$ cat config.mk
export PLATFORM = sky130hd
export DESIGN_NAME = two_queue_page_replacement
export DESIGN_NICKNAME = d
export VERILOG_FILES = /design/src/hw/rtl/tqpr_pkg.sv /design/src/hw/rtl/tqpr_ram.sv /design/src/hw/rtl/two_queue_page_replacement.sv
export SDC_FILE = /design/constraint.sdc
export NUM_CORES = 2
export LEC_CHECK = 0
export BUFFER_PORTS_ARGS = -buffer_cell sky130_fd_sc_hd__buf_4
export CORE_MARGIN = 4
export CORE_UTILIZATION = 35
export DETAILED_ROUTE_END_ITERATION = 8
export PLACE_DENSITY_LB_ADDON = 0.2
export SLEW_MARGIN = 20
export SYNTH_ARGS = -nofsm -noshare
export SYNTH_HDL_FRONTEND = slang
export SYNTH_SLANG_ARGS = --single-unit
$ cat constraint.sdc
create_clock -name clk -period 6 [get_ports clk]
set_input_delay 0.9 -clock clk [delete_from_list [all_inputs] [get_ports clk]]
set_output_delay 0.9 -clock clk [all_outputs]
set_load 0.01 [all_outputs]
$ cat src/hw/rtl/tqpr_pkg.sv
`timescale 1ns / 1ps
// ----------------------------------------------------------------------------
// tqpr_pkg
// Shared types, sizes and helpers for the two-queue page replacement block.
// ----------------------------------------------------------------------------
package tqpr_pkg;

  // Entries per list. The circular lists wrap by masking, so this stays a
  // power of two.
  localparam int LIST_DEPTH = 16;
  localparam int IDX_W      = $clog2(LIST_DEPTH);
  localparam int FILL_W     = IDX_W + 1;
  localparam int CAP_W      = 6;
  localparam int PAGE_W     = 32;
  localparam int CNT_W      = 32;
  localparam int MEM_DEPTH  = 3 * LIST_DEPTH;
  localparam int MEM_AW     = $clog2(MEM_DEPTH);

  localparam logic [CAP_W-1:0] CAP_MIN = CAP_W'(2);
  localparam logic [CAP_W-1:0] CAP_MAX = CAP_W'(2 * LIST_DEPTH);

  // Where a page was found; also selects the list region of the memory.
  typedef enum logic [1:0] {
    LOC_MAIN  = 2'd0,
    LOC_FIFO  = 2'd1,
    LOC_GHOST = 2'd2,
    LOC_NONE  = 2'd3
  } loc_t;

  function automatic logic [MEM_AW-1:0] mem_addr(input loc_t list,
                                                 input logic [IDX_W-1:0] idx);
    mem_addr = MEM_AW'(MEM_AW'(list) * MEM_AW'(LIST_DEPTH) + MEM_AW'(idx));
  endfunction

endpackage

$ cat src/hw/rtl/tqpr_ram.sv
`timescale 1ns / 1ps
// ----------------------------------------------------------------------------
// tqpr_ram
// Simple dual-port synchronous RAM with a registered read port.
// ----------------------------------------------------------------------------
module tqpr_ram #(
  parameter int DEPTH = 48,
  parameter int WIDTH = 32,
  parameter int AW    = $clog2(DEPTH)
) (
  input  logic             clk,
  input  logic             we,
  input  logic [AW-1:0]    waddr,
  input  logic [WIDTH-1:0] wdata,
  input  logic             re,
  input  logic [AW-1:0]    raddr,
  output logic [WIDTH-1:0] rdata
);

  logic [WIDTH-1:0] mem [DEPTH];

  always_ff @(posedge clk) begin
    if (we) begin
      mem[waddr] <= wdata;
    end
    if (re) begin
      rdata <= mem[raddr];
    end
  end

endmodule

$ cat src/hw/rtl/two_queue_page_replacement.sv
`timescale 1ns / 1ps
// ----------------------------------------------------------------------------
// two_queue_page_replacement
// Simplified 2Q replacement tracker with main, first-in and ghost lists.
// ----------------------------------------------------------------------------
// All three lists share one single-port-read RAM, so the lookup reads and
// compares each stored entry of the main, first-in and ghost lists in turn.
// A main or ghost hit closes its gap, and a full main list drops its oldest
// page, by moving each later entry down one slot with a read and a write.
// Decision, first-in retirement, write-back and result follow. One access
// is processed at a time; the result register lets the next access start
// while a result waits, and the final step stalls only while that register
// still holds an untaken result. The input is stalled while a capacity
// write is offered.
// ----------------------------------------------------------------------------
module two_queue_page_replacement (
  input  logic                         clk,
  input  logic                         rst_n,
  input  logic                         in_valid,
  output logic                         in_stall,
  input  logic [tqpr_pkg::PAGE_W-1:0]  in_page,
  output logic                         out_valid,
  input  logic                         out_stall,
  output logic                         out_hit,
  output logic [1:0]                   out_found_in,
  output logic [tqpr_pkg::CNT_W-1:0]   out_hit_total,
  output logic [tqpr_pkg::CNT_W-1:0]   out_miss_total,
  input  logic                         cfg_valid,
  output logic                         cfg_ready,
  input  logic [tqpr_pkg::CAP_W-1:0]   cfg_data
);
  import tqpr_pkg::*;

  typedef enum logic [9:0] {
    ST_IDLE   = 10'b0000000001,
    ST_SC_RD  = 10'b0000000010,
    ST_SC_CMP = 10'b0000000100,
    ST_ACT    = 10'b0000001000,
    ST_SH_RD  = 10'b0000010000,
    ST_SH_WR  = 10'b0000100000,
    ST_FI_RD  = 10'b0001000000,
    ST_FI_WR  = 10'b0010000000,
    ST_FIN    = 10'b0100000000,
    ST_DONE   = 10'b1000000000
  } state_t;

  // What follows the end of a shift pass.
  typedef enum logic [1:0] {
    AFT_MAIN_FIN = 2'd0,
    AFT_GHOST    = 2'd1,
    AFT_EVICT    = 2'd2
  } aft_t;

  state_t              state_r, state_nxt;
  logic [CAP_W-1:0]    cap_r, cap_nxt;
  logic [FILL_W-1:0]   mf_r, mf_nxt, ff_r, ff_nxt, gf_r, gf_nxt;
  logic [IDX_W-1:0]    fo_r, fo_nxt, go_r, go_nxt;
  logic [CNT_W-1:0]    hits_r, hits_nxt, miss_r, miss_nxt;
  logic [PAGE_W-1:0]   page_r, page_nxt;
  loc_t                loc_r, loc_nxt;
  logic [IDX_W-1:0]    pos_r, pos_nxt;
  loc_t                scan_loc_r, scan_loc_nxt;
  logic [FILL_W-1:0]   scan_i_r, scan_i_nxt;
  loc_t                sh_loc_r, sh_loc_nxt;
  logic [IDX_W-1:0]    sh_base_r, sh_base_nxt, sh_i_r, sh_i_nxt;
  logic [FILL_W-1:0]   sh_fill_r, sh_fill_nxt;
  aft_t                aft_r, aft_nxt;
  logic                out_valid_r, out_valid_nxt;
  logic                out_hit_r, out_hit_nxt;
  logic [1:0]          out_found_r, out_found_nxt;
  logic [CNT_W-1:0]    out_hits_r, out_hits_nxt, out_miss_r, out_miss_nxt;

  logic                we, re;
  logic [MEM_AW-1:0]   waddr, raddr;
  logic [PAGE_W-1:0]   wdata, rdata;

  logic [CAP_W-1:0]    cap_e;
  logic [FILL_W-1:0]   msize, fsize, scan_fill;
  logic [IDX_W-1:0]    scan_base;
  logic                is_hit;

  tqpr_ram #(
    .DEPTH (MEM_DEPTH),
    .WIDTH (PAGE_W),
    .AW    (MEM_AW)
  ) u_ram (
    .clk   (clk),
    .we    (we),
    .waddr (waddr),
    .wdata (wdata),
    .re    (re),
    .raddr (raddr),
    .rdata (rdata)
  );

  always_comb begin
    if (cap_r < CAP_MIN) begin
      cap_e = CAP_MIN;
    end else if (cap_r > CAP_MAX) begin
      cap_e = CAP_MAX;
    end else begin
      cap_e = cap_r;
    end
  end

  assign msize  = FILL_W'(({1'b0, cap_e} + 7'd1) >> 1);
  assign fsize  = FILL_W'(cap_e >> 1);
  assign is_hit = (loc_r == LOC_MAIN) || (loc_r == LOC_FIFO);

  always_comb begin
    case (scan_loc_r)
      LOC_MAIN: begin
        scan_fill = mf_r;
        scan_base = '0;
      end
      LOC_FIFO: begin
        scan_fill = ff_r;
        scan_base = fo_r;
      end
      default: begin
        scan_fill = gf_r;
        scan_base = go_r;
      end
    endcase
  end

  // A capacity write wins over an access offered in the same cycle.
  assign in_stall  = !rst_n || cfg_valid || (state_r != ST_IDLE);
  assign cfg_ready = rst_n && (state_r == ST_IDLE);

  always_comb begin
    state_nxt     = state_r;
    cap_nxt       = cap_r;
    mf_nxt        = mf_r;
    ff_nxt        = ff_r;
    gf_nxt        = gf_r;
    fo_nxt        = fo_r;
    go_nxt        = go_r;
    hits_nxt      = hits_r;
    miss_nxt      = miss_r;
    page_nxt      = page_r;
    loc_nxt       = loc_r;
    pos_nxt       = pos_r;
    scan_loc_nxt  = scan_loc_r;
    scan_i_nxt    = scan_i_r;
    sh_loc_nxt    = sh_loc_r;
    sh_base_nxt   = sh_base_r;
    sh_i_nxt      = sh_i_r;
    sh_fill_nxt   = sh_fill_r;
    aft_nxt       = aft_r;
    out_valid_nxt = out_valid_r && out_stall;
    out_hit_nxt   = out_hit_r;
    out_found_nxt = out_found_r;
    out_hits_nxt  = out_hits_r;
    out_miss_nxt  = out_miss_r;
    we            = 1'b0;
    re            = 1'b0;
    waddr         = '0;
    raddr         = '0;
    wdata         = rdata;

    unique case (state_r)
      ST_IDLE: begin
        if (cfg_valid) begin
          // A capacity write restarts the block with empty lists.
          cap_nxt  = cfg_data;
          mf_nxt   = '0;
          ff_nxt   = '0;
          gf_nxt   = '0;
          fo_nxt   = '0;
          go_nxt   = '0;
          hits_nxt = '0;
          miss_nxt = '0;
        end else if (in_valid) begin
          page_nxt     = in_page;
          scan_loc_nxt = LOC_MAIN;
          scan_i_nxt   = '0;
          state_nxt    = ST_SC_RD;
        end
      end
      ST_SC_RD: begin
        if (scan_i_r < scan_fill) begin
          re        = 1'b1;
          raddr     = mem_addr(scan_loc_r, IDX_W'(scan_base + scan_i_r[IDX_W-1:0]));
          state_nxt = ST_SC_CMP;
        end else if (scan_loc_r == LOC_GHOST) begin
          loc_nxt   = LOC_NONE;
          state_nxt = ST_ACT;
        end else begin
          scan_loc_nxt = (scan_loc_r == LOC_MAIN) ? LOC_FIFO : LOC_GHOST;
          scan_i_nxt   = '0;
        end
      end
      ST_SC_CMP: begin
        if (rdata == page_r) begin
          loc_nxt   = scan_loc_r;
          pos_nxt   = scan_i_r[IDX_W-1:0];
          state_nxt = ST_ACT;
        end else begin
          scan_i_nxt = scan_i_r + 1'b1;
          state_nxt  = ST_SC_RD;
        end
      end
      ST_ACT: begin
        case (loc_r)
          LOC_MAIN: begin
            sh_loc_nxt  = LOC_MAIN;
            sh_base_nxt = '0;
            sh_i_nxt    = pos_r;
            sh_fill_nxt = mf_r;
            aft_nxt     = AFT_MAIN_FIN;
            state_nxt   = ST_SH_RD;
          end
          LOC_FIFO: begin
            state_nxt = ST_DONE;
          end
          LOC_GHOST: begin
            sh_loc_nxt  = LOC_GHOST;
            sh_base_nxt = go_r;
            sh_i_nxt    = pos_r;
            sh_fill_nxt = gf_r;
            aft_nxt     = AFT_GHOST;
            state_nxt   = ST_SH_RD;
          end
          default: begin
            state_nxt = (ff_r >= fsize) ? ST_FI_RD : ST_FIN;
          end
        endcase
      end
      ST_SH_RD: begin
        if (({1'b0, sh_i_r} + 1'b1) < sh_fill_r) begin
          re        = 1'b1;
          raddr     = mem_addr(sh_loc_r, IDX_W'(sh_base_r + sh_i_r + 1'b1));
          state_nxt = ST_SH_WR;
        end else begin
          case (aft_r)
            AFT_GHOST: begin
              gf_nxt = gf_r - 1'b1;
              if (mf_r >= msize) begin
                // Main list is full: close the gap left by its oldest page.
                sh_loc_nxt  = LOC_MAIN;
                sh_base_nxt = '0;
                sh_i_nxt    = '0;
                sh_fill_nxt = mf_r;
                aft_nxt     = AFT_EVICT;
              end else begin
                state_nxt = ST_FIN;
              end
            end
            AFT_EVICT: begin
              mf_nxt    = mf_r - 1'b1;
              state_nxt = ST_FIN;
            end
            default: begin
              state_nxt = ST_FIN;
            end
          endcase
        end
      end
      ST_SH_WR: begin
        we        = 1'b1;
        waddr     = mem_addr(sh_loc_r, IDX_W'(sh_base_r + sh_i_r));
        sh_i_nxt  = sh_i_r + 1'b1;
        state_nxt = ST_SH_RD;
      end
      ST_FI_RD: begin
        re        = 1'b1;
        raddr     = mem_addr(LOC_FIFO, fo_r);
        state_nxt = ST_FI_WR;
      end
      ST_FI_WR: begin
        // The first-in head goes to the ghost tail. When the ghost list is
        // full, its oldest page is dropped by advancing the ghost head.
        fo_nxt = fo_r + 1'b1;
        ff_nxt = ff_r - 1'b1;
        we     = 1'b1;
        waddr  = mem_addr(LOC_GHOST, IDX_W'(go_r + gf_r[IDX_W-1:0]));
        if (gf_r >= msize) begin
          go_nxt = go_r + 1'b1;
        end else begin
          gf_nxt = gf_r + 1'b1;
        end
        state_nxt = ST_FIN;
      end
      ST_FIN: begin
        we    = 1'b1;
        wdata = page_r;
        case (loc_r)
          LOC_MAIN: begin
            waddr = mem_addr(LOC_MAIN, IDX_W'(mf_r - 1'b1));
          end
          LOC_GHOST: begin
            waddr  = mem_addr(LOC_MAIN, mf_r[IDX_W-1:0]);
            mf_nxt = mf_r + 1'b1;
          end
          default: begin
            waddr  = mem_addr(LOC_FIFO, IDX_W'(fo_r + ff_r[IDX_W-1:0]));
            ff_nxt = ff_r + 1'b1;
          end
        endcase
        state_nxt = ST_DONE;
      end
      ST_DONE: begin
        if (!out_valid_r || !out_stall) begin
          if (is_hit) begin
            hits_nxt = hits_r + CNT_W'(hits_r != '1);
          end else begin
            miss_nxt = miss_r + CNT_W'(miss_r != '1);
          end
          out_valid_nxt = 1'b1;
          out_hit_nxt   = is_hit;
          out_found_nxt = loc_r;
          out_hits_nxt  = is_hit ? hits_r + CNT_W'(hits_r != '1) : hits_r;
          out_miss_nxt  = is_hit ? miss_r : miss_r + CNT_W'(miss_r != '1);
          state_nxt     = ST_IDLE;
        end
      end
      default: begin
        state_nxt = ST_IDLE;
      end
    endcase
  end

  always_ff @(posedge clk) begin
    if (!rst_n) begin
      state_r     <= ST_IDLE;
      cap_r       <= CAP_MAX;
      mf_r        <= '0;
      ff_r        <= '0;
      gf_r        <= '0;
      fo_r        <= '0;
      go_r        <= '0;
      hits_r      <= '0;
      miss_r      <= '0;
      out_valid_r <= 1'b0;
    end else begin
      state_r     <= state_nxt;
      cap_r       <= cap_nxt;
      mf_r        <= mf_nxt;
      ff_r        <= ff_nxt;
      gf_r        <= gf_nxt;
      fo_r        <= fo_nxt;
      go_r        <= go_nxt;
      hits_r      <= hits_nxt;
      miss_r      <= miss_nxt;
      out_valid_r <= out_valid_nxt;
    end
  end

  always_ff @(posedge clk) begin
    page_r      <= page_nxt;
    loc_r       <= loc_nxt;
    pos_r       <= pos_nxt;
    scan_loc_r  <= scan_loc_nxt;
    scan_i_r    <= scan_i_nxt;
    sh_loc_r    <= sh_loc_nxt;
    sh_base_r   <= sh_base_nxt;
    sh_i_r      <= sh_i_nxt;
    sh_fill_r   <= sh_fill_nxt;
    aft_r       <= aft_nxt;
    out_hit_r   <= out_hit_nxt;
    out_found_r <= out_found_nxt;
    out_hits_r  <= out_hits_nxt;
    out_miss_r  <= out_miss_nxt;
  end

  assign out_valid      = out_valid_r;
  assign out_hit        = out_hit_r;
  assign out_found_in   = out_found_r;
  assign out_hit_total  = out_hits_r;
  assign out_miss_total = out_miss_r;

`ifndef SYNTHESIS
  a_fill_bound: assert property (@(posedge clk) disable iff (!rst_n)
    (mf_r <= FILL_W'(LIST_DEPTH)) && (ff_r <= FILL_W'(LIST_DEPTH)) &&
    (gf_r <= FILL_W'(LIST_DEPTH)))
    else $error("list fill count beyond list depth");

  a_result_from_done: assert property (@(posedge clk) disable iff (!rst_n)
    $rose(out_valid_r) |-> $past(state_r == ST_DONE))
    else $error("result appeared outside the completion step");

  a_ram_one_port: assert property (@(posedge clk) disable iff (!rst_n)
    !(we && re))
    else $error("memory read and write in the same cycle");

  a_transfer_starts_scan: assert property (@(posedge clk) disable iff (!rst_n)
    (in_valid && !in_stall && !cfg_valid) |=> (state_r == ST_SC_RD))
    else $error("accepted access did not start a lookup");
`endif

endmodule

After elaboration in Yosys (flattened, before gate mapping)
Memory sizes are Yosys's and may differ from the RTL's. A register that Yosys moved wholly into a read port is not among the register bits.
Cells that the tools add are included.
{"block": "word_totals", "register_bits": 233, "ram_bits": 1536, "in_bits": 43, "elab_cells": 228, "memories": 1}
{"name": "u_ram.mem", "words": 48, "width": 32, "read_ports": 1, "rd_ports_with_merged_regs": 1, "write_ports": 1, "line_no": "tqpr_ram.sv:20", "source": "logic [WIDTH-1:0] mem [DEPTH];"}
{"block": "classes", "add_sub_neg": 25, "n_lt_le_gt_ge": 7, "n_eq_ne": 41, "n_mux": 90, "bitwise_logic": 1, "n_reduce_logical": 39}
{"operator": "2-to-1 mux 32 bit", "count": 6}
{"operator": "case mux 32 bit (2 select lines)", "count": 2}
{"operator": "case mux 10 bit (10 select lines)", "count": 1}
{"operator": "2-to-1 mux 10 bit", "count": 8}
{"operator": "2-to-1 mux 5 bit", "count": 16}
{"operator": "adder 32 x 1 -> 32 bit", "count": 2}
{"operator": "inequality test 32 bit (second input constant)", "count": 2}
{"operator": "case mux 5 bit (3 select lines)", "count": 4}
{"operator": "case mux 4 bit (2 select lines)", "count": 5}
{"operator": "case mux 6 bit (3 select lines)", "count": 2}
{"operator": "inequality test 2 bit (second input constant)", "count": 17}
{"operator": "== test 32 bit", "count": 1}
{"operator": "case mux 5 bit (2 select lines)", "count": 3}
{"operator": "AND reduction 5 bit", "count": 6}
{"operator": "2-to-1 mux 2 bit", "count": 14}
{"operator": "2-to-1 mux 4 bit", "count": 7}
{"operator": "2-to-1 mux 6 bit", "count": 4}
{"operator": "case mux 2 bit (2 select lines)", "count": 6}
{"operator": "adder 5 x 1 -> 5 bit (second input constant)", "count": 4}
{"operator": "case mux 10 bit (2 select lines)", "count": 1}
{"operator": "adder 6 x 4 -> 6 bit", "count": 3}
{"operator": "adder 4 x 1 -> 4 bit (second input constant)", "count": 4}
{"operator": "adder 4 bit", "count": 4}
{"operator": ">= comparator 5 bit", "count": 3}
{"operator": "42 further kinds", "count": 78}

Logic depth before layout (Yosys ltp)
{"block": "logic_depth", "word_depth": 9, "ltp_mapped": 18, "ltp_nobuf": 16}

By module
Synthesis repeated with hierarchy kept, for this count alone.
{"block": "hier_totals", "hier_cells": 4267, "hier_area_um2": 73125.1}
{"mod": "tqpr_ram", "n_inst": 1, "cells_per_inst": 2909, "area_per_inst_um2": 60463.0, "seq_area_each_um2": 47085.2}
{"mod": "two_queue_page_replacement", "n_inst": 1, "cells_per_inst": 1358, "area_per_inst_um2": 12662.1, "seq_area_each_um2": 5895.7}

Worst setup path after synthesis
No wires, ideal clock.
{"block": "synth_path", "path_kind": "register to register", "startpoint": "reg state_r[2]", "endpoint": "mem u_ram.mem[40][0], enable pin", "setup_ns": 0.501, "arrival_ns": 5.198, "required_ns": 5.499, "path_slack_ns": 0.301, "stages_incl_launch_ff": 8, "n_path_buf": 0, "period_less_slack_ns": 5.699, "path_cell_list": "dfxtp_1 -> nor4_4 -> nand2_1 -> nor3b_1 -> a22oi_1 -> o21ai_0 -> nand2_1 -> nor4_1"}
{"block": "synth_via", "elab_chain_cells": 5, "elab_cells_between_ends": 8, "cone_classes": "eq/ne (3); mux (4); reduce/logical (1)"}
{"item": "start: declaration", "line_no": "two_queue_page_replacement.sv:54", "source": "state_t state_r, state_nxt;"}
{"item": "start signal: assignment", "line_no": "two_queue_page_replacement.sv:337", "source": "state_r <= state_nxt;"}
{"item": "== test 10 x 9 -> 1 bit, or another cell as far along", "line_no": "two_queue_page_replacement.sv:162", "source": "unique case (state_r)"}
{"item": "OR reduction 3 bit (no line)"}
{"item": "2-to-1 mux 1 bit", "line_no": "two_queue_page_replacement.sv:162"}
{"item": "2-to-1 mux 1 bit", "line_no": "tqpr_ram.sv:23", "source": "if (we) begin"}
{"item": "2-to-1 mux 1 bit (implied by the code)", "line_no": "tqpr_ram.sv:24", "source": "mem[waddr] <= wdata;"}
{"item": "end: declaration", "line_no": "tqpr_ram.sv:20"}
Several ways; a longest one is shown, not always the timed one.

Final worst setup path
{"block": "layout_path", "startpoint": "reg scan_loc_r[0]", "endpoint": "reg u_ram.rdata[30] (read register of u_ram.mem), data pin"}
{"block": "layout_via", "elab_chain_cells": 6, "elab_cells_between_ends": 11, "cone_classes": "add/sub (2); order compare (1); eq/ne (1); mux (6); reduce/logical (1)"}
{"item": "start: declaration", "line_no": "two_queue_page_replacement.sv:62", "source": "loc_t scan_loc_r, scan_loc_nxt;"}
{"item": "start signal: assignment", "line_no": "two_queue_page_replacement.sv:354", "source": "scan_loc_r <= scan_loc_nxt;"}
{"item": "== test 2 x 1 -> 1 bit or logical NOT 2 bit (tied branches)", "line_no": "two_queue_page_replacement.sv:111", "source": "case (scan_loc_r)"}
{"item": "case mux 4 bit (2 select lines)", "line_no": "two_queue_page_replacement.sv:111"}
{"item": "adder 4 bit", "line_no": "two_queue_page_replacement.sv:184", "source": "raddr = mem_addr(scan_loc_r, IDX_W'(scan_base + scan_i_r[IDX_W-1:0]));"}
{"item": "adder 6 x 4 -> 6 bit", "line_no": "tqpr_pkg.sv:32", "source": "mem_addr = MEM_AW'(MEM_AW'(list) * MEM_AW'(LIST_DEPTH) + MEM_AW'(idx));"}
{"item": "2-to-1 mux 6 bit", "line_no": "two_queue_page_replacement.sv:182", "source": "if (scan_i_r < scan_fill) begin"}
{"item": "case mux 6 bit (3 select lines)", "line_no": "two_queue_page_replacement.sv:162"}
{"item": "end: declaration", "line_no": "tqpr_ram.sv:17", "source": "output logic [WIDTH-1:0] rdata"}
Several ways; a longest one is shown, not always the timed one.
A chain may end at the register's enable or synchronous reset.

==> results.sh <==
export IMPL_cts_path_max_buffers=3
export IMPL_cp_slowest_cell="edfxtp_1"
export IMPL_area_delta_synth_final_pct=15.7
export IMPL_finalNetCount=5482
export IMPL_final_cell_mix="edfxtp_1, nand2_1, a21oi_1"
export IMPL_htreeDepth=4
export IMPL_crit_top_cell="nor2_1"
export IMPL_slew_viol_final=0
export IMPL_ant_nets=0
export IMPL_final_common_cell="edfxtp_1"
export IMPL_cts_root_buf="clkbuf_16"
export IMPL_grt_remaining_overflow=0
export IMPL_clock_sinks=1799
export IMPL_start_util=0.352
export IMPL_async_flop_share=0
export IMPL_grt_pass1_vias=43300
export IMPL_core_um2=207000
export IMPL_cts_resized_gates=0
export IMPL_die_height_um=464
export IMPL_synth_top_area_frac=0.698
export IMPL_critPathLaunchType="flip-flop"
export IMPL_hold_viol_final=0
export IMPL_dpl_hpwl_um=128000
export IMPL_viasPerCell=5.48
export IMPL_grt_first_pass_wirelength_um=317000
export IMPL_antenna_found_initial=15
export IMPL_fin_worst_skew_ps=51.8
export IMPL_ys_seq_elements=1799
export IMPL_num_vias=45700
export IMPL_syn_instance_count=5188
export IMPL_relSlewSlack=0.238
export IMPL_synth_top_cells_by_area="edfxtp_1, nand2_1, a21oi_1"
export IMPL_syn_area_um2=72900
export IMPL_min_path_type="in -> reg"
export IMPL_cts_made_buffers=183
export IMPL_drive_gt1_frac=0.132
export IMPL_synth_area_per_cell_um2=14.0
export IMPL_worstPathMaxFanout=43
export IMPL_tightest_slew_ps=1130
export IMPL_post_route_min_period_ps=5540
export IMPL_outcome="complete, no violations"
export IMPL_rsz0062_at_grt="false"
export IMPL_gp_congestion=0.842
export IMPL_cts_clk_slew_worst_paths_ps=70
export IMPL_totalWireLength_um=221000
export IMPL_finalSetupTns_ps=0
export IMPL_crit_path_end_kind="flip-flop"
export IMPL_clock_latency_ps=850
export IMPL_synth_edff_count=1695
export IMPL_max_freq_ghz=0.180
export IMPL_maxCapViolations=0
export IMPL_hold_buffers=0
export IMPL_die_area_um2=216000
export IMPL_grt_max_degree=88
export IMPL_vdd_drop_max_v=0.000264
export IMPL_ys_types=81
export IMPL_grt_usage=0.200
export IMPL_yosys_area_top_type="edfxtp_1"
export IMPL_io_buffer_count=112
export IMPL_critPathMaxStageDelay_ps=760
export IMPL_cp_cell_sequence="mux2i_1 > nor2_1 > a21oi_1 > ha_1 > nand2_1 > o21ai_0 > nor3_2 > a221o_4 > buf_12 > buf_4 > a221oi_1 > nor4_1 > nor2_1 > or3_1"
export IMPL_route_detailed_drc=0
export IMPL_dr_pass1_iters=6
export IMPL_setup_viol=0
export IMPL_io_pins=113
export IMPL_cts_tree="yes"
export IMPL_postCtsSetupRepairBufs=0
export IMPL_drt_iter0_drc=4947
export IMPL_die_w_um=464
export IMPL_final_period_utilization=0.924
export IMPL_p_per_area_nw_per_um2=309
export IMPL_yosysSeqAreaShare=0.727
export IMPL_synth_ff_type="edfxtp_1"
export IMPL_fin_util=0.407
export IMPL_crit_arrival_ps=6100
export IMPL_p_leak_nw=28.2
export IMPL_rows=167
export IMPL_cp_required_ps=6550
export IMPL_syn_nets=5284
export IMPL_path_class="reg -> reg"
export IMPL_yosysWarnings=0
export IMPL_wl_per_cell_um=26.5
-- where the power goes --
part | leakage, nW | internal, W | total (W) | switching [W]
sequential | 16.0 | 0.0137 | 0.0138 | 0.000106
clock | 2.85 | 0.00620 | 0.0112 | 0.00495
combinational | 9.29 | 0.000353 | 0.00112 | 0.000769
total | 28.2 | 0.0203 | 0.0261 | 0.00583
-- per-layer routing --
layer	vias to the layer above	GRT usage	share of wire
li1	20100	-	-
met1	23600	0.285	0.44
met2	1741	0.317	0.47
met3	284	0.0342	0.071
met4	12	0.0491	0.021
met5	-	0	0.00037
-- cells in the mapped netlist (55+ instances only) --
master	number
a22oi_1	125
buf_2	107
xor2_1	63
xnor2_1	55
mux2i_1	178
nor2_1	191
edfxtp_1	1695
nand2_1	987
dfxtp_1	104
nand3_1	184
a32oi_1	100
clkbuf_1	135
a221oi_1	114
a21oi_1	547
-- cells by family (layout without fill, tap and decap cells) --
group / Yosys count / in the layout / share of synthesized area
buffers and inverters: 357 / 714 / 0.0235
other: 0 / 5 / 0
AND/OR/NAND/NOR: 1575 / 1575 / 0.0927
XOR/XNOR: 120 / 120 / 0.0148
AO/OA/AOI/OAI: 1055 / 1055 / 0.0936
flip-flops: 1799 / 1799 / 0.727
multiplexers: 227 / 227 / 0.0384
adder cells (fa/ha/maj): 55 / 55 / 0.00999
-- flip-flops by register name (all words and copies together) (netlist names), 6 cells and up --
name / count
page_r: 32
out_miss_total: 32
cap_r: 6
miss_r: 32
out_hit_total: 32
hits_r: 32
state_r: 10
u_ram.rdata: 32
u_ram.mem: 1536
-- per-stage QoR --
step	setup WS [ps]	hold WS, ps	std cells	instance area [µm²]	power, W
after floorplan	301	424	5188	72900	0.0147
after global placement	768	458	7988	78500	0.0152
after detailed placement	648	464	7988	78500	0.0152
after CTS	570	155	8332	84300	0.0263
after global routing	189	190	8333	84300	0.0269
final	458	230	8338	84300	0.0261
-- worst paths after layout --
kind / start / slack (ps) / end / depth (start not counted)
hold reg to reg: cap_r[0] / 480 / cap_r[0] / 2
hold / removal: in_page[24] / 230 / page_r[24] / 1
setup / recovery: scan_loc_r[0] / 460 / u_ram.rdata[30] / 14
setup reg to reg: scan_loc_r[0] / 460 / u_ram.rdata[30] / 14
-- final cells by class --
class	count	area, µm²
clock buffers	232	4860
flip-flops and latches	1799	53000
diodes	5	12.5
well taps	2788	3490
repair buffers	335	3230
fillers	19000	123000
inverters	35	134
clock inverters	112	987
multi-input cells	3032	18600
-- worst max-delay path: cells and delay by family (launching register included) --
kind / cells / cell delay (ps)
simple gates: 6 / 2030
flops: 1 / 760
mux: 1 / 290
fa+ha+maj: 1 / 260
buf+inv: 2 / 570
compound gates: 4 / 1290
Power figures use the tool's default switching activity.
